===== config.mk =====
export PLATFORM = sky130hd
export DESIGN_NAME = tlbpt_front
export DESIGN_NICKNAME = d
export VERILOG_FILES = /design/src/hw/rtl/tlbpt_pkg.sv /design/src/hw/rtl/tlbpt_front.sv
export SDC_FILE = /design/constraint.sdc
export NUM_CORES = 1
export LEC_CHECK = 0
export BUFFER_PORTS_ARGS = -buffer_cell sky130_fd_sc_hd__clkbuf_2
export CAP_MARGIN = 20
export CORE_MARGIN = 1
export CORE_UTILIZATION = 36
export CTS_BUF_LIST = sky130_fd_sc_hd__clkbuf_8
export CTS_CLUSTER_SIZE = 40
export DETAILED_ROUTE_END_ITERATION = 8
export PLACE_DENSITY = 0.75
export SLEW_MARGIN = 15
export SYNTH_ARGS = -nofsm -noshare
export SYNTH_HDL_FRONTEND = slang
export SYNTH_SLANG_ARGS = --single-unit

===== constraint.sdc =====
create_clock -name clk -period 1.6 [get_ports clk]
set_input_delay 0.16 -clock clk [delete_from_list [all_inputs] [get_ports clk]]
set_output_delay 0.16 -clock clk [all_outputs]
set_load 0.01 [all_outputs]

===== src/hw/rtl/tlbpt_pkg.sv =====
// shared constants and types for the tlb page table translator
`timescale 1ns / 1ps
package tlbpt_pkg;

  localparam int VA_W   = 16;
  localparam int PA_W   = 16;
  localparam int OFF_W  = 8;
  localparam int PN_W   = 8;
  localparam int FN_W   = 8;
  localparam int CNT_W  = 32;
  localparam int PAGE_CNT  = 1 << PN_W;
  localparam int FRAME_CNT = 1 << FN_W;

  localparam logic [1:0] OUTCOME_TLB_HIT = 2'd0;
  localparam logic [1:0] OUTCOME_PT_HIT  = 2'd1;
  localparam logic [1:0] OUTCOME_FAULT   = 2'd2;

  typedef struct packed {
    logic [PN_W-1:0]  page;
    logic [OFF_W-1:0] offset;
  } tlbpt_item_t;

endpackage


===== src/hw/rtl/tlbpt_front.sv =====
// front stage: takes a virtual address word and splits it into page and offset
`timescale 1ns / 1ps
module tlbpt_front (
  input  logic                 clk,
  input  logic                 rst_n,
  input  logic                 in_valid,
  output logic                 in_stall,
  input  logic [15:0]          in_virtual_address,
  output logic                 push_valid,
  input  logic                 push_full,
  output tlbpt_pkg::tlbpt_item_t push_item
);
  import tlbpt_pkg::*;

  logic        stage_valid_r;
  tlbpt_item_t stage_item_r;

  assign push_valid = stage_valid_r;
  assign push_item  = stage_item_r;
  assign in_stall   = stage_valid_r && push_full;

  always_ff @(posedge clk) begin
    if (!rst_n) begin
      stage_valid_r <= 1'b0;
    end else if (!in_stall) begin
      stage_valid_r <= in_valid;
    end
  end

  always_ff @(posedge clk) begin
    if (!in_stall && in_valid) begin
      stage_item_r.page   <= in_virtual_address[OFF_W +: PN_W];
      stage_item_r.offset <= in_virtual_address[OFF_W-1:0];
    end
  end

endmodule


* After elaboration in Yosys (flattened, before gate mapping)
Index checks and enable logic that the tools add are counted. Widths: inputs -> output; s select.
Operators by class: reductions and logical operators 3
Operators with widths (number):
- $logic_and 1x1->1 | 2
- $logic_not 1->1 | 1
Word-level totals: flip-flop bits (word level) 17, input bits 20, output and inout port bits 18, logic and storage cells 6

* Logic depth before layout (Yosys ltp)
Gate-level depths: netlist (run 1).
depth after elaboration 3, mapped depth 2, mapped depth without buffers 2

* Least setup slack after synthesis (run 1)
No wires, ideal clock.
kind register to register, start reg stage_valid_r (netlist: push_valid), end reg stage_item_r (netlist bit push_item[0]), enable pin, library setup time 0.390 ns, arrival time 1.236 ns, required time 1.210 ns, slack -0.027 ns, stages on the path, launching flop included 3, path buffers 0, period minus slack after synthesis 1.627 ns, path through dfxtp_1 and2_4 nor2b_1
On the way: cells in the longest elaborated chain, start to end 3
Ends and longest elaborated chain:
- start, declared | line tlbpt_front.sv:15 | logic stage_valid_r;
- start signal, assigned | line tlbpt_front.sv:26 | stage_valid_r <= in_valid;
- $logic_and 1x1->1 | line tlbpt_front.sv:20 | assign in_stall = stage_valid_r && push_full;
- net in_stall | line tlbpt_front.sv:7 | output logic in_stall,
- $logic_not 1->1 | line tlbpt_front.sv:31 | if (!in_stall && in_valid) begin
- $logic_and 1x1->1 | line tlbpt_front.sv:31
- end, declared | line tlbpt_front.sv:16 | tlbpt_item_t stage_item_r;
The timed path passes the listed nets, and every way through them passes these cells. A chain may end at the register's enable or synchronous reset.

* Final worst setup path (run 1)
start reg stage_valid_r (netlist: push_valid), end reg stage_item_r (netlist bit push_item[2]), enable pin
On the way: cells in the longest elaborated chain, start to end 3
Ends and longest elaborated chain (line):
- $logic_and 1x1->1 | tlbpt_front.sv:20
- $logic_not 1->1 | tlbpt_front.sv:31
- $logic_and 1x1->1 | tlbpt_front.sv:31
No other way between the ends.

==> metrics.txt, run 1 <==
Leak around 0.36 nW; width of the die about 40 um; Syn-to-layout area delta 49.5%; Die Area around 1600 um^2; Bufs on Longest Clock Path 2; Post-CTS Resized 0; Initial Utilization around 39%; total vias in the final route 329; Post-synth EDFFs 16; Hold Buf Count CTS 0; yosys warns 0; Post-synth ARST share 0%; Port Buf Inserts 37; distinct cell type count after synthesis 5; status complete, no violations; via-per-instance ratio ~4.3; routing usage on met3 approximately 5%; largest net degree at the start of global routing 17; fin crit period ~1100 ps; post-layout util between 50% and 60%; Mapped Avg Cell Area ~26 um^2; gr busiest metal met2; Post-Syn Area about 520 um^2; worst rel slew slack ~87%; H-Tree Depth 1; Rows 13; Synth area leaders edfxtp_1 (92%), dfxtp_1 (3.8%), and2_4 (1.7%); max incr delay on CP 310 ps; Worst EP required 1530 ps; post-synth top area share about nine tenths; Max Cap Violations 0; most frequent cells after synthesis edfxtp_1 (16), and2_4 (1), dfxtp_1 (1), nor2b_1 (1), o21a_1 (1); clock sinks 17; Worst-path clk slew 60 ps; Post-Syn Nets 40; top_reg_cell synth edfxtp_1; TritonCTS clock tree yes; setup TNS 0 ps; final setup violation count 0; Routed WL about 950 um; critical path startpoint category flip-flop; Fin Hold WS approximately 90 ps; TritonCTS Buffers 3; Routed WL per cell ~12 um; #FFs+latches synth 17; GRT met1 Usage between 10% and 20%; CP delay by family, top flip-flops; sequential fraction of the synthesis area between 90% and 100%; CP max FO 16; first-pass GRT wire length 1300 um; clock skew 4.93 ps; hold path depth 1; PwrDens roughly 1100 nW/um^2; max-slew violations 0; cell taking the most area after synthesis edfxtp_1; gr usage total a little over an eighth; kind of critical path flip-flop to flip-flop; WP data arrival roughly 1000 ps; clk root buf clkbuf_8; Diodes inserted 0; Pre-antenna DRT Iters 2; clk_lat worst skew roughly 240 ps; routability cong. a little under 0.7; floorplan core area around 1300 um^2; Stages on worst setup path 3; unrepaired setup endpoints after global routing no; VDD IR-drop max roughly 0.00063 V; critical path, cell by cell and2_4 -> nor2b_2 -> buf_4; FF-to-FF path depth 3; worst hold path class input pin to flip-flop; M2 GR Usage a little over 20%; Critical Path End Type flip-flop; post-layout net count 83; Area after DPL ~740 um^2; Post-Synthesis Cells 20; initial antenna violation count 0; final hold violations 0; total grt overflow 0; Residual DRC 0; number of global-route vias before repair 330; CP max-delay cell dfxtp_1; DRT iter0 DRCs 4; final worst path period share approximately two thirds; most frequent cell after synthesis edfxtp_1; ANT nets after route 0; die span in y between 40 and 50 um; layout cells sized above 1 roughly 69%; Post-CTS Setup Bufs 0; Peak Freq between 900 and 1000 MHz; Worst Tran Pin Value 198 ps; Worst Path Buf+Inv 1; Final Instance Area about 780 um^2; Ports 38
==> metal layers <==
layer  vias up  share of wire (%)
met2        35                 39
li1        161                  -
met3         2                 17
met1       131                 43
met5         -                  0
met4         0                1.4
==> final timing paths <==
kind                           start                 endpoint  slack (ps)
max          push_valid$_SDFFE_PN0N_   push_item[2]$_DFFE_PP_         510
min           in_virtual_address[11]  push_item[11]$_DFFE_PP_          90
max reg2reg  push_valid$_SDFFE_PN0N_   push_item[2]$_DFFE_PP_         510
min reg2reg  push_valid$_SDFFE_PN0N_  push_valid$_SDFFE_PN0N_         610
==> stage by stage <==
step                worst slack, ps  total power, W  instances
floorplan                       267        0.000561         20
global placement                549        0.000611         73
detailed placement              513        0.000614         73
CTS                             497        0.000909         77
global route                    457        0.000930         77
finish                          507        0.000895         77
==> layout make-up <==
| type | count | area, um^2 |
|---|---|---|
| well taps | 15 | 18.8 |
| clock buffers | 3 | 41.3 |
| flip-flops and latches | 17 | 500 |
| multi-input cells | 3 | 25.0 |
| fillers | 111 | 552 |
| clock inverters | 1 | 3.75 |
| repair buffers | 38 | 193 |
==> cells in the final DEF (no fill, tap or decap) <==
master,instances
clkbuf_2,37
edfxtp_1,16
clkbuf_8,3
and2_4,1
o21a_1,1
nor2b_2,1
inv_1,1
buf_4,1
dfxtp_1,1
==> worst register-to-register path: cells and delay by family (launching register included) <==
family	cells	cell delay, ps
flip-flops	1	310
AND/OR/NAND/NOR	2	240
buffers and inverters	1	230
==> sequential cells by signal (all words and copies together), names as in the netlist <==
| name | cells |
|---|---|
| push_valid | 1 |
| push_item | 16 |
==> power breakdown <==
group / switching, W / leakage (nW) / internal, W / total, W
combinational: 0.0000400 / 0.170 / 0.0000381 / 0.0000781
sequential: 0.00000697 / 0.163 / 0.000517 / 0.000524
clock: 0.000123 / 0.0269 / 0.000169 / 0.000293
total: 0.000170 / 0.360 / 0.000725 / 0.000895
==> cells by family after synthesis <==
| group | synth area share (%) |
|---|---|
| flops | 95.7 |
| simple gates | 2.87 |
| compound gates | 1.44 |
Note: power is estimated with default switching activity, not from simulation.
==> inputs of run 2 (changes only) <==
==> constraint.sdc (replaced) <==
create_clock -name clk -period 0.9 [get_ports clk]
set_input_delay 0.09 -clock clk [delete_from_list [all_inputs] [get_ports clk]]
set_output_delay 0.09 -clock clk [all_outputs]
set_load 0.01 [all_outputs]
==> run 2 against run 1 <==
Net effect:
- design area up 5.6%
- flip-flop and latch count unchanged
- first-iteration DRC count down 100%
- critical endpoint is now push_item[0]$_DFFE_PP_
- highest routed layer is now met3
- clock skew down 2.8 ps
- clock-buffer cell count unchanged
- the flow now finishes with violations (negative setup slack)
==> metrics.txt, run 2 (synthesis results as in run 1) <==
Worst-path clk slew roughly 60 ps; Post-CTS Setup Bufs 0; max-slew violations 0; violated checks negative setup slack; most frequent cells in the layout clkbuf_2 (36), edfxtp_1 (16), clkbuf_8 (3); TritonCTS Buffers 3; FF-to-FF path depth 3; Reg2Reg Launch Point push_valid$_SDFFE_PN0N_; CP delay by family, top flip-flops; Ports 38; worst hold path class input pin to flip-flop; clk_lat worst skew roughly 240 ps; Bufs on Longest Clock Path 2; Hold Buf Count CTS 0; H-Tree Depth 1; critical path, cell by cell and2_4 -> nor2b_4 -> buf_12; CP max FO 12; Syn-to-layout area delta 57.9%; VDD IR-drop max ~0.001 V; PwrDens 1940 nW/um^2; max reg flops 16; Pre-antenna DRT Iters 1; Worst EP required approximately 860 ps; hold path depth 1; final hold violations 0; floorplan core area about 1300 um^2; TritonCTS clock tree yes; reg-to-reg endpoint push_item[0]$_DFFE_PP_; Leak about 0.38 nW; first-pass GRT wire length roughly 1100 um; width of the die approximately 40 um; Die Area 1610 um^2; Sequential Area roughly 500 um^2; area of the multi-input gates 30.0 um^2; worst rel slew slack 92.4%; routability cong. about 0.68; Residual DRC 0; Peak Freq approximately 980 MHz; layout cells sized above 1 between 70% and 80%; Port Buf Inserts 37; max incr delay on CP ~320 ps; post-layout net count 85; number of global-route vias before repair a little under 300; initial antenna violation count 0; gr usage total roughly 11%; hold endpoint push_item[2]$_DFFE_PP_; Routed WL per cell ~11 um; Routed WL 840 um; critical path startpoint category flip-flop; commonest non-fill, non-tap cell in the layout clkbuf_2; FILL cells approximately 110; clock skew around 2.1 ps; Critical Path End Type flip-flop; final worst path period share 114%; ANT nets after route 0; total grt overflow 0; Hold Path Origin in_virtual_address[2]; total power 0.00160 W; CP max-delay cell dfxtp_2; WP data arrival 980 ps; kind of critical path flip-flop to flip-flop; Rows 13; DRT iter0 DRCs 0; total vias in the final route around 340; Diodes inserted 0; Worst Path Buf+Inv 1; clock sinks 17; Final HPWL DP 710 um; post-layout util 61.9%; via-per-instance ratio around 4.3; setup ws final -125 ps; Max Cap Violations 0; die span in y 40.1 um; unrepaired setup endpoints after global routing yes; R2R setup slack -120 ps; Worst Tran Pin Value between 100 and 150 ps; status finished with violations; largest net degree at the start of global routing 13; Initial Utilization about two fifths; setup TNS -2070 ps; clk root buf clkbuf_8; final setup violation count 17; fin crit period between 1000 and 1500 ps
run 2: stage by stage:
| stage | hold WS, ps | cell area (um^2) | worst slack (ps) | cells |
|---|---|---|---|---|
| floorplan | 189 | 532 | -225 | 20 |
| global placement | 268 | 771 | -101 | 75 |
| detailed placement | 269 | 771 | -114 | 75 |
| CTS | 14.8 | 820 | -132 | 79 |
| global route | 13.8 | 826 | -167 | 79 |
| finish | 21.6 | 826 | -125 | 79 |
run 2: cell type report:
| class | instances | area share [%] |
|---|---|---|
| Clock inverter | 1 | 0.455 |
| Sequential cell | 17 | 60.8 |
| Tap cell | 15 | 2.27 |
| Multi-Input combinational cell | 3 | 3.64 |
| Clock buffer | 3 | 5.00 |
| Timing Repair Buffer | 40 | 27.9 |
run 2: repair_timing:
action	in CTS	in global routing
cloned	0	0
resized for setup	1	2
endpoints found under the setup margin	17	17
pin swaps	0	0
run 2: worst reg2reg max path, stage by stage, from the launching register on:
cell     delay (ps)
dfxtp_2         320
and2_4          140
nor2b_4         140
buf_12          140
run 2: worst max-delay path by stage:
stage                                  from                       to  slack [ps]  depth (start not counted)
floorplan           push_valid$_SDFFE_PN0N_   push_item[0]$_DFFE_PP_        -230                          2
global placement    push_valid$_SDFFE_PN0N_  push_item[14]$_DFFE_PP_        -100                          3
detailed placement  push_valid$_SDFFE_PN0N_  push_item[14]$_DFFE_PP_        -110                          3
CTS                 push_valid$_SDFFE_PN0N_  push_item[14]$_DFFE_PP_        -130                          3
global route        push_valid$_SDFFE_PN0N_  push_item[11]$_DFFE_PP_        -170                          3
finish              push_valid$_SDFFE_PN0N_   push_item[0]$_DFFE_PP_        -120                          3
run 2: layer usage:
metal / track usage, % / up-vias / part of all wire [%] / wire [um]
met4: 7.76 / 0 / 0 / 0
met3: 6.11 / 0 / 17 / 146
met1: 12.2 / 139 / 41 / 345
met2: 17.3 / 33 / 41 / 347
li1: - / 165 / - / -
met5: 0 / - / 0 / 0
run 2: power by group:
group          total, W  switching, W  internal (W)
logic          0.000160     0.0000732     0.0000869
clock network  0.000512      0.000211      0.000301
registers      0.000932     0.0000113      0.000921
total           0.00160      0.000296       0.00131
