<file path="src/hw/rtl/tlbpt_pkg.sv">
// shared constants and types for the tlb page table translator
`timescale 1ns / 1ps
package tlbpt_pkg;

  localparam int VA_W   = 16;
  localparam int PA_W   = 16;
  localparam int OFF_W  = 8;
  localparam int PN_W   = 8;
  localparam int FN_W   = 8;
  localparam int CNT_W  = 32;
  localparam int PAGE_CNT  = 1 << PN_W;
  localparam int FRAME_CNT = 1 << FN_W;

  localparam logic [1:0] OUTCOME_TLB_HIT = 2'd0;
  localparam logic [1:0] OUTCOME_PT_HIT  = 2'd1;
  localparam logic [1:0] OUTCOME_FAULT   = 2'd2;

  typedef struct packed {
    logic [PN_W-1:0]  page;
    logic [OFF_W-1:0] offset;
  } tlbpt_item_t;

endpackage

</file>
<file path="src/hw/rtl/tlbpt_queue.sv">
// two entry queue between the front stage and the translation engine
`timescale 1ns / 1ps
module tlbpt_queue (
  input  logic                   clk,
  input  logic                   rst_n,
  input  logic                   push_valid,
  output logic                   push_full,
  input  tlbpt_pkg::tlbpt_item_t push_item,
  output logic                   pop_valid,
  input  logic                   pop,
  output tlbpt_pkg::tlbpt_item_t pop_item
);
  import tlbpt_pkg::*;

  tlbpt_item_t slot_r [2];
  logic        wr_ptr_r;
  logic        rd_ptr_r;
  logic [1:0]  count_r;
  logic        do_push;
  logic        do_pop;

  assign push_full = (count_r == 2'd2);
  assign pop_valid = (count_r != 2'd0);
  assign pop_item  = slot_r[rd_ptr_r];
  assign do_push   = push_valid && !push_full;
  assign do_pop    = pop && pop_valid;

  always_ff @(posedge clk) begin
    if (!rst_n) begin
      wr_ptr_r <= 1'b0;
      rd_ptr_r <= 1'b0;
      count_r  <= 2'd0;
    end else begin
      if (do_push) wr_ptr_r <= ~wr_ptr_r;
      if (do_pop) rd_ptr_r <= ~rd_ptr_r;
      count_r <= count_r + {1'b0, do_push} - {1'b0, do_pop};
    end
  end

  always_ff @(posedge clk) begin
    if (do_push) slot_r[wr_ptr_r] <= push_item;
  end

endmodule

</file>
<file path="config.mk">
export PLATFORM = sky130hd
export DESIGN_NAME = tlbpt_queue
export DESIGN_NICKNAME = d
export VERILOG_FILES = /design/src/hw/rtl/tlbpt_pkg.sv /design/src/hw/rtl/tlbpt_queue.sv
export SDC_FILE = /design/constraint.sdc
export NUM_CORES = 1
export LEC_CHECK = 0
export ABC_AREA = 1
export BUFFER_PORTS_ARGS = -buffer_cell sky130_fd_sc_hd__buf_2
export CAP_MARGIN = 20
export CORE_ASPECT_RATIO = 1.4
export CORE_UTILIZATION = 50
export DETAILED_ROUTE_END_ITERATION = 10
export PLACE_DENSITY = 0.8
export SLEW_MARGIN = 10
export SYNTH_ARGS = -nofsm -noshare
export SYNTH_HDL_FRONTEND = slang
export SYNTH_SLANG_ARGS = --single-unit
export TNS_END_PERCENT = 30
</file>
<file path="constraint.sdc">
create_clock -name clk -period 2.3 [get_ports clk]
set_input_delay 0.115 -clock clk [delete_from_list [all_inputs] [get_ports clk]]
set_output_delay 0.115 -clock clk [all_outputs]
set_load 0.01 [all_outputs]
</file>
Word-level counts from Yosys, hierarchy flattened
Memories as Yosys holds them, arrays and structs flattened. A register that Yosys moved wholly into a read port is not among the register bits.
Index checks and enable logic that the tools add are counted.
Widths: inputs -> output; s select.
{"block": "totals", "register_bits": 4, "mem_bits_rw": 32, "input_bits": 20, "output_inout_bits": 18, "wordCells": 17, "mem_count": 1}
{"block": "op_classes", "addsub": 2, "eq_ne": 1, "mux": 4, "bitwise": 2, "reduce_logical": 4}
{"memory": "slot_r", "words": 2, "word_bits": 16, "read_ports": 1, "rd_ports_with_merged_regs": 1, "write_ports": 1, "line": "tlbpt_queue.sv:15", "text": "tlbpt_item_t slot_r [2];"}
{"operator": "$mux 1", "count": 4}
{"operator": "$add 2x1->2", "count": 1}
{"operator": "$eq 2x2->1 const B", "count": 1}
{"operator": "$logic_and 1x1->1", "count": 2}
{"operator": "$not 1->1", "count": 2}
{"operator": "$reduce_bool 2->1", "count": 1}
{"operator": "$sub 2x1->2", "count": 1}
{"operator": "$logic_not 1->1", "count": 1}

Depth between registers and ports, before layout
Gate-level depths: netlist of the first run.
{"block": "logic_depth", "depth_word": 5, "ltp_mapped": 11, "mapped_depth_nobuf": 11}

Worst setup path before layout of the first run
Ideal clock, no wire load.
{"block": "synth_path", "kind": "reg2reg", "startpoint": "register count_r[0]", "endpoint": "memory slot_r[0][0] (netlist name), enable pin", "setup_ns": 0.388, "arrival_ns": 1.253, "required_time_ns": 1.912, "path_slack_ns": 0.659, "path_stages_with_launch": 5, "path_buffers": 0, "synth_period_minus_slack_ns": 1.641, "path_cell_list": "dfxtp_1 inv_1 nand2_1 nand2_1 nor2_1"}
{"block": "synth_via", "elab_chain_len": 5}
{"element": "start, declared", "line": "tlbpt_queue.sv:18", "text": "logic [1:0] count_r;"}
{"element": "start signal, assigned", "line": "tlbpt_queue.sv:36", "text": "count_r <= count_r + {1'b0, do_push} - {1'b0, do_pop};"}
{"element": "$eq 2x2->1", "line": "tlbpt_queue.sv:22", "text": "assign push_full = (count_r == 2'd2);"}
{"element": "$logic_not 1->1", "line": "tlbpt_queue.sv:25", "text": "assign do_push = push_valid && !push_full;"}
{"element": "$logic_and 1x1->1", "line": "tlbpt_queue.sv:25"}
{"element": "$mux 1", "line": "tlbpt_queue.sv:41", "text": "if (do_push) slot_r[wr_ptr_r] <= push_item;"}
{"element": "$mux 1 (implied by the code)", "line": "tlbpt_queue.sv:41"}
{"element": "end, declared", "line": "tlbpt_queue.sv:15"}
No other way between the ends.

Worst setup path in the final report of the first run
{"block": "layout_path", "startpoint": "register count_r[0]", "endpoint": "register count_r[1]"}
{"block": "layout_via", "elab_chain_len": 5, "word_cells_on_any_way": 7, "cone_classes": "2 x add/sub; 1 x eq/ne; 4 x reduce/logical"}
{"element": "$eq 2x2->1", "line": "tlbpt_queue.sv:22"}
{"element": "$logic_not 1->1", "line": "tlbpt_queue.sv:25"}
{"element": "$logic_and 1x1->1", "line": "tlbpt_queue.sv:25"}
{"element": "$add 2x1->2", "line": "tlbpt_queue.sv:36"}
{"element": "$sub 2x1->2 *", "line": "tlbpt_queue.sv:36"}
Mark *: on every way between the ends. The rest lies on a longest branch, timed or not.
A chain may end at the register's enable or synchronous reset.

==> impl_metrics.yaml, run 1 <==
timing:
  skew_ns: 0.00600
  fin_crit_sh_pct: 68.4
  slew_headroom_pct: 59.0
  fmax_ghz: 0.636
  rsz0062_at_grt: "no"
  hold_viol: 0
  tightest_slew_ns: 0.615
  finalMaxSlewViolations: 0
  setup_violations: 0
  fin_crit_ns: 1.57
  setup_tns_ns: 0
worst_setup_path:
  startpoint_type: "register"
  path_class: "reg -> reg"
  cp_num_buf_inv: 3
  critPathSlowestCell: "dfxtp_1"
  cp_slowest_stage_delay_ns: 0.37
  regToRegSetupSlack_ns: 0.73
  worstPathRequired_ns: 2.54
  crit_family: "adder cells"
  arrival_ns: 1.81
  critPathMaxFanout: 4
  crit_start: "count_r[0]$_SDFF_PN0_"
  cp.depth: 10
  crit_end: "count_r[1]$_SDFF_PN0_"
  worstRegToRegCells: 10
  cp-end-kind: "register"
  timing.rr.start: "count_r[0]$_SDFF_PN0_"
  r2r_end: "count_r[1]$_SDFF_PN0_"
  crit_chain: "inv_1 -> nand2_1 -> nand2_1 -> ha_1 -> inv_1 -> ha_1 -> inv_1 -> nand2_1 -> a21oi_1 -> nor2_1"
routing:
  ant_nets: 0
  post-route-drc-count: 0
  dr.pass1.iters: 3
  drtIter0Drc: 9
  viasPerCell: 4.69
  route.final.wire_length_mm: 2.31
  wl_per_cell_um: 12.4
  vias: 873
job:
  cap_viol_max_count: 0
floorplanning:
  initial_core_util_pct: 53.9
  die_x_um: 47.6
  die-area_um2: 3130
  die_y_um: 65.8
  io_pins: 38
  std_cell_rows: 22
  fp.coreArea_um2: 2700
clock_network:
  clk_pin_slew_ns: 0.11
  htree_levels: 2
  cts_tree: "yes"
  post_cts_buffers: 0
  root_buffer: "clkbuf_4"
  cts_hold_buffers: 17
  clock-sinks: 37
  cts_resized: 0
  clockBufferDepth: 2
  insertion_delay_ns: 0.34
  numCtsBuffers: 5
power_and_ir_drop:
  ir_drop_v: 0.000682
  p_leak_nw: 0.809
  p_int_w: 0.00128
  switchingPower_w: 0.000521
  p_sw_share_pct: 28.9
  p_comb_share_pct: 31.4
  power.share.sequential_pct: 49.5
  clockPowerShare_pct: 19.1
  cellPowerDensity_nw_per_um2: 948
final_layout:
  stdcell_area_um2: 1900
  nNetsFinal: 171
  area_growth_pct: 31.0
  diodes: 0
  drive_above_1_share_pct: 41.3
  stdcell_count: 186
  post-route-util_pct: 70.6
logic_synthesis:
  syn_avg_cell_area_um2: 16.7
  synth_cells: 87
  syn_nets: 109
  ys_seq_area_share_pct: 73.0
  ys_ff_latch: 37
  synth_cell_types: 12
  yosysWarnings: 0
  netlist_area_um2: 1450
grt:
  overflow: 0
  grt_pass1_vias: 853
  grt_pass1_wl_mm: 3.50
  grt_max_degree: 17
  grt_use_total_pct: 17.2
  antenna_found_initial: 0
placement:
  routabilityCongestion: 0.628
  placed_cell_area_um2: 1680
  hpwl_mm: 1.58
  dp_cells: 161
  port_buffers: 37
outcome:
  outcome: "finished, final reports clean"
worst_hold_path:
  hold_class: "in -> reg"
flip-flops by register name, summed over array words and instances, names as in the netlist, named ones only:
signal	count
slot_r	32
count_r	2
rd_ptr_r	1
wr_ptr_r	1
metal layers:
| metal | up-vias | GRT usage (%) | part of all wire (%) |
|---|---|---|---|
| li1 | 432 | - | - |
| met1 | 404 | 16.4 | 38 |
| met2 | 29 | 28.8 | 53 |
| met3 | 8 | 7.10 | 5.8 |
| met4 | 0 | 10.4 | 3.2 |
| met5 | - | 0 | 0 |
worst min path at each step:
| stage | from | endpoint | slack (ns) | depth (start not counted) |
|---|---|---|---|---|
| after detailed placement | push_item[13] | slot_r[0][13]$_DFFE_PP_ | 0.31 | 1 |
| after floorplan | rst_n | count_r[0]$_SDFF_PN0_ | 0.21 | 2 |
| final | pop | register | 0.07 | 4 |
| after global routing | push_valid | wr_ptr_r$_SDFFE_PN0N_ | 0.07 | 3 |
| after CTS | pop | register | 0.06 | 4 |
| after global placement | push_item[0] | slot_r[0][0]$_DFFE_PP_ | 0.31 | 1 |
power groups by stage:
| stage | Sequential [W] | Clock, W | Combinational [W] |
|---|---|---|---|
| finish | 0.000894 | 0.000345 | 0.000566 |
| global route | 0.000903 | 0.000375 | 0.000628 |
| CTS | 0.000895 | 0.000350 | 0.000570 |
| detailed placement | 0.000910 | 0 | 0.000546 |
| global placement | 0.000900 | 0 | 0.000528 |
| floorplan | 0.000898 | 0 | 0.000397 |
cells in the mapped netlist (all sizes together):
library cell	count	area, um2
a21oi	2	10.0
buf	2	31.3
dfxtp	5	100
edfxtp	32	961
ha	2	25.0
inv	8	30.0
mux2	16	218
nand2	9	33.8
nand3	3	15.0
nor2	8	30.0
cells by family (layout without fill, tap and decap cells):
| kind of cell | count (synthesis) | after routing | share of synthesized area (%) |
|---|---|---|---|
| mux | 16 | 16 | 15.0 |
| buf+inv | 10 | 73 | 4.22 |
| compound gates | 2 | 2 | 0.688 |
| fa+ha+maj | 2 | 2 | 1.72 |
| simple gates | 20 | 20 | 5.42 |
| flops | 37 | 37 | 73.0 |
worst min-delay path, stage by stage:
cell	delay (ns)
buf_2	0.09
nand3_1	0.07
nand2_1	0.07
nor2_1	0.04
placed cells by master (no fill, tap or decap), drive strengths merged:
| cell type | n |
|---|---|
| a21oi | 2 |
| buf | 40 |
| clkbuf | 8 |
| dfxtp | 5 |
| dlygate4sd3 | 17 |
| edfxtp | 32 |
| ha | 2 |
| inv | 8 |
| mux2 | 16 |
| nand2 | 9 |
| nand3 | 3 |
| nor2 | 8 |
stage by stage:
stage	setup slack, ns	total power [W]	hold slack (ns)
after floorplan	0.659	0.00130	0.208
after detailed placement	0.751	0.00146	0.307
after global routing	0.599	0.00191	0.0700
after CTS	0.707	0.00182	0.0627
final	0.727	0.00180	0.0722
after global placement	0.883	0.00143	0.306
layout make-up:
class | count | area, um2
Fill cell | 214 | 793
Inverter | 8 | 30.0
Clock buffer | 8 | 58.8
Timing Repair Buffer | 57 | 378
Sequential cell | 37 | 1060
Tap cell | 36 | 45.0
Multi-Input combinational cell | 40 | 332
(Power assumes the default switching activity.)
==> run 2, diff against run 1 <==
Clock period 2.3 ns to 1.6 ns, I/O delays scaled along.
==> impl_metrics.yaml, run 2 (synthesized netlist as in run 1, its figures left out) <==
worst_hold_path:
  hold_class: "in -> reg"
power_and_ir_drop:
  ir_drop_v: 0.000859
  p_comb_share_pct: 33.7
  cellPowerDensity_nw_per_um2: 1350
  p_int_w: 0.00185
  p_sw_share_pct: 29.4
  clockPowerShare_pct: 16.9
  switchingPower_w: 0.000770
  power.share.sequential_pct: 49.4
  p_leak_nw: 0.831
floorplanning:
  io_pins: 38
  initial_core_util_pct: 53.9
  die_y_um: 65.8
  std_cell_rows: 22
  fp.coreArea_um2: 2700
  die_x_um: 47.6
  die-area_um2: 3130
timing:
  fin_crit_ns: 1.50
  setup_violations: 0
  slew_headroom_pct: 84.2
  fmax_ghz: 0.666
  skew_ns: 0.0114
  setup_tns_ns: 0
  fin_crit_sh_pct: 93.9
  hold_ws_ns: 0.0260
  finalMaxSlewViolations: 0
  fin_ws_ns: 0.0981
  tightest_slew_ns: 0.236
  hold_viol: 0
final_layout:
  fillers: 209
  multi_input_area_um2: 343
  area_growth_pct: 33.5
  final_cell_mix: "37 x buf_2, 32 x edfxtp_1, 17 x dlygate4sd3_1"
  top_regs: "slot_r (32), count_r (2)"
  top_register: "slot_r"
  seqCellArea_um2: 1060
  nNetsFinal: 175
  diodes: 0
  drive_above_1_share_pct: 47.4
  largest_register_ffs: 32
  final_common_cell: "buf_2"
  stdcell_count: 190
grt:
  antenna_found_initial: 0
  overflow: 0
  grt_use_total_pct: 17.1
  grt_pass1_vias: 865
  grt_max_degree: 12
  grt_pass1_wl_mm: 3.40
worst_setup_path:
  critPathMaxFanout: 4
  arrival_ns: 1.73
  cp-end-kind: "register"
  regToRegSetupSlack_ns: 0.1
  worstPathRequired_ns: 1.83
  startpoint_type: "register"
  path_class: "reg -> reg"
clock_network:
  cts_tree: "yes"
  htree_levels: 2
  clk_pin_slew_ns: 0.11
  insertion_delay_ns: 0.33
  clock-sinks: 37
  numCtsBuffers: 5
  root_buffer: "clkbuf_4"
  clockBufferDepth: 2
job:
  cap_viol_max_count: 0
placement:
  pre_cts_ws_ns: 0.0712
  routabilityCongestion: 0.639
  dp_cells: 164
  hpwl_mm: 1.50
  port_buffers: 37
routing:
  vias: 881
  drtIter0Drc: 10
  post-route-drc-count: 0
  wl_per_cell_um: 12.2
  route.final.wire_length_mm: 2.31
  ant_nets: 0
  dr.pass1.iters: 4
  viasPerCell: 4.64
outcome:
  outcome: "finished, final reports clean"
## run 2: worst paths after layout
| path | startpoint | to | depth (start not counted) |
|---|---|---|---|
| hold / removal | push_valid | wr_ptr_r$_SDFFE_PN0N_ | 3 |
| setup reg to reg | count_r[0]$_SDFF_PN0_ | count_r[1]$_SDFF_PN0_ | 10 |
| setup / recovery | count_r[0]$_SDFF_PN0_ | count_r[1]$_SDFF_PN0_ | 10 |
| hold reg to reg | wr_ptr_r$_SDFFE_PN0N_ | wr_ptr_r$_SDFFE_PN0N_ | 2 |
## run 2: power groups by stage
| stage | Sequential, W | Combinational (W) | Clock (W) |
|---|---|---|---|
| 3_5_place_dp | 0.00131 | 0.000805 | 0 |
| 5_1_grt | 0.00131 | 0.000981 | 0.000493 |
| 4_1_cts | 0.00129 | 0.000845 | 0.000458 |
| 3_3_place_gp | 0.00130 | 0.000780 | 0 |
| 2_1_floorplan | 0.00129 | 0.000572 | 0 |
| 6_report | 0.00129 | 0.000881 | 0.000443 |
## run 2: repair_timing
item | in CTS | in global routing
hold endpoints to repair | 35 | 0
resized for setup | 0 | 5
endpoints found under the setup margin | 0 | 1
hold buffers | 17 | 0
setup buffers | 0 | 1
## run 2: final cells by class
cell class	instances	area share, %
clock inverter	2	0.516
inverter	8	1.55
tap	36	2.32
multi-input combinational	40	17.7
timing repair buffer	61	21.0
sequential	37	54.8
clock buffer	6	2.13
## run 2: critical path, stage by stage (launching register included)
cell     delay (ns)
dfxtp_2        0.35
inv_1          0.06
nand2_2        0.08
nand2_1        0.09
ha_1           0.28
inv_1          0.04
ha_1           0.18
inv_1          0.08
nand2_2        0.07
a21oi_2        0.11
nor2_1         0.05
## run 2: per-layer routing
metal / vias up / global-route usage [%] / wire length [um]
li1: 442 / - / -
met1: 407 / 15.1 / 830
met3: 6 / 5.46 / 101
met2: 26 / 30.3 / 1320
met4: 0 / 11.5 / 57
met5: - / 0 / 0
## run 2: through the flow
stage	area, um2	total power (W)	utilization [%]
floorplan	1460	0.00186	-
global placement	1700	0.00208	63.0
detailed placement	1700	0.00211	63.0
CTS	1920	0.00259	71.2
global route	1940	0.00278	71.9
finish	1940	0.00262	71.9
==> run 3, diff against run 2 <==
Settings changed: RECOVER_POWER set to 50.
==> impl_metrics.yaml, run 3 (synthesized netlist as in run 1, its figures left out) <==
power_and_ir_drop:
  clockPowerShare_pct: 17.0
  p_int_w: 0.00184
  p_comb_share_pct: 33.5
  p_total_w: 0.00261
  switchingPower_w: 0.000770
  p_leak_nw: 0.804
  p_sw_share_pct: 29.5
  ir_drop_v: 0.000856
  cellPowerDensity_nw_per_um2: 1360
  power.share.sequential_pct: 49.5
timing:
  finalMaxSlewViolations: 0
  fmax_ghz: 0.673
  slew_headroom_pct: 84.3
  setup_violations: 0
  fin_crit_ns: 1.49
  tightest_slew_ns: 0.236
  rsz0062_at_grt: "no"
  skew_ns: 0.0124
  fin_crit_sh_pct: 92.8
  hold_viol: 0
  setup_tns_ns: 0
routing:
  wl_per_cell_um: 12.1
  ant_nets: 0
  vias: 874
  route.final.wire_length_mm: 2.29
  viasPerCell: 4.60
  dr.pass1.iters: 2
  post-route-drc-count: 0
  drtIter0Drc: 11
worst_setup_path:
  worstPathRequired_ns: 1.83
  critPathSlowestCell: "dfxtp_2"
  crit_top_cell: "inv_1"
  path_class: "reg -> reg"
  startpoint_type: "register"
  arrival_ns: 1.72
  cp-end-kind: "register"
  regToRegSetupSlack_ns: 0.11
  crit_chain: "inv_1 -> nand2_2 -> nand2_1 -> ha_1 -> inv_1 -> ha_1 -> inv_1 -> nand2_2 -> a21oi_2 -> nor2_1"
  critPathMaxFanout: 4
  cp_slowest_stage_delay_ns: 0.35
grt:
  grt_pass1_vias: 865
  antenna_found_initial: 0
  grt_max_degree: 12
  grt_use_total_pct: 17.1
  grt_pass1_wl_mm: 3.40
  overflow: 0
clock_network:
  htree_levels: 2
  insertion_delay_ns: 0.33
  numCtsBuffers: 5
  clockBufferDepth: 2
  root_buffer: "clkbuf_4"
  clk_pin_slew_ns: 0.11
  cts_tree: "yes"
  clock-sinks: 37
floorplanning:
  die_y_um: 65.8
  die_x_um: 47.6
  initial_core_util_pct: 53.9
  std_cell_rows: 22
  fp.coreArea_um2: 2700
  die-area_um2: 3130
  io_pins: 38
final_layout:
  diodes: 0
  area_growth_pct: 32.4
  largest_register_ffs: 32
  final_cell_mix: "32 x edfxtp_1, 27 x buf_2, 17 x dlygate4sd3_1"
  top_regs: "slot_r (32), count_r (2)"
  fillers: 211
  top_register: "slot_r"
  nNetsFinal: 175
  drive_above_1_share_pct: 40.3
  final_common_cell: "edfxtp_1"
worst_hold_path:
  hold_class: "in -> reg"
outcome:
  outcome: "finished, final reports clean"
placement:
  hpwl_mm: 1.50
  routabilityCongestion: 0.639
  port_buffers: 37
job:
  cap_viol_max_count: 0
-- run 3: layout make-up --
class	instances	area (um2)	area share (%)
multi-input combinational	40	340	17.7
timing repair buffer	61	395	20.5
clock inverter	2	10.0	0.520
tap	36	45.0	2.34
clock buffer	6	41.3	2.14
inverter	8	30.0	1.56
sequential	37	1060	55.2
-- run 3: path summary, 6_finish.rpt --
path,startpoint,end,cells past startpoint
max,count_r[0]$_SDFF_PN0_,count_r[1]$_SDFF_PN0_,10
max reg2reg,count_r[0]$_SDFF_PN0_,count_r[1]$_SDFF_PN0_,10
min reg2reg,wr_ptr_r$_SDFFE_PN0N_,wr_ptr_r$_SDFFE_PN0N_,2
min,push_valid,wr_ptr_r$_SDFFE_PN0N_,3
-- run 3: power by group through the flow --
stage | clock network [W] | registers, W | logic, W
final | 0.000445 | 0.00129 | 0.000876
after global routing | 0.000493 | 0.00131 | 0.000975
after detailed placement | 0 | 0.00131 | 0.000805
after CTS | 0.000458 | 0.00129 | 0.000845
after global placement | 0 | 0.00130 | 0.000780
after floorplan | 0 | 0.00129 | 0.000572
-- run 3: metal layers --
metal | vias up | global-route usage, % | part of all wire (%)
li1 | 440 | - | -
met1 | 403 | 15.1 | 35
met2 | 26 | 30.3 | 58
met3 | 5 | 5.46 | 4.4
met4 | 0 | 11.5 | 2.5
met5 | - | 0 | 0
-- run 3: worst max-delay path: cells and delay by family, from the launching register on --
| kind | cells | cell delay, ns |
|---|---|---|
| AO/OA/AOI/OAI | 1 | 0.11 |
| adder cells (fa/ha/maj) | 2 | 0.45 |
| buffers and inverters | 3 | 0.18 |
| flip-flops | 1 | 0.35 |
| AND/OR/NAND/NOR | 4 | 0.28 |
-- run 3: what timing repair did --
action	4_1_cts	5_1_grt
buffers inserted	0	1
setup endpoints to repair	0	1
hold buffers	17	0
hold endpoints to repair	35	0
gates resized for setup	0	5
-- run 3: per-stage QoR --
stage	util, %	instances	hold slack [ns]	setup slack [ns]	cell area, um2
6_report	71.4	190	0.0245	0.115	1930
2_1_floorplan	-	87	0.173	0.196	1460
3_3_place_gp	63.0	164	0.269	0.164	1700
3_5_place_dp	63.0	164	0.271	0.0712	1700
4_1_cts	71.2	189	0.0152	0.0297	1920
5_1_grt	71.4	190	0.0409	0.00551	1930
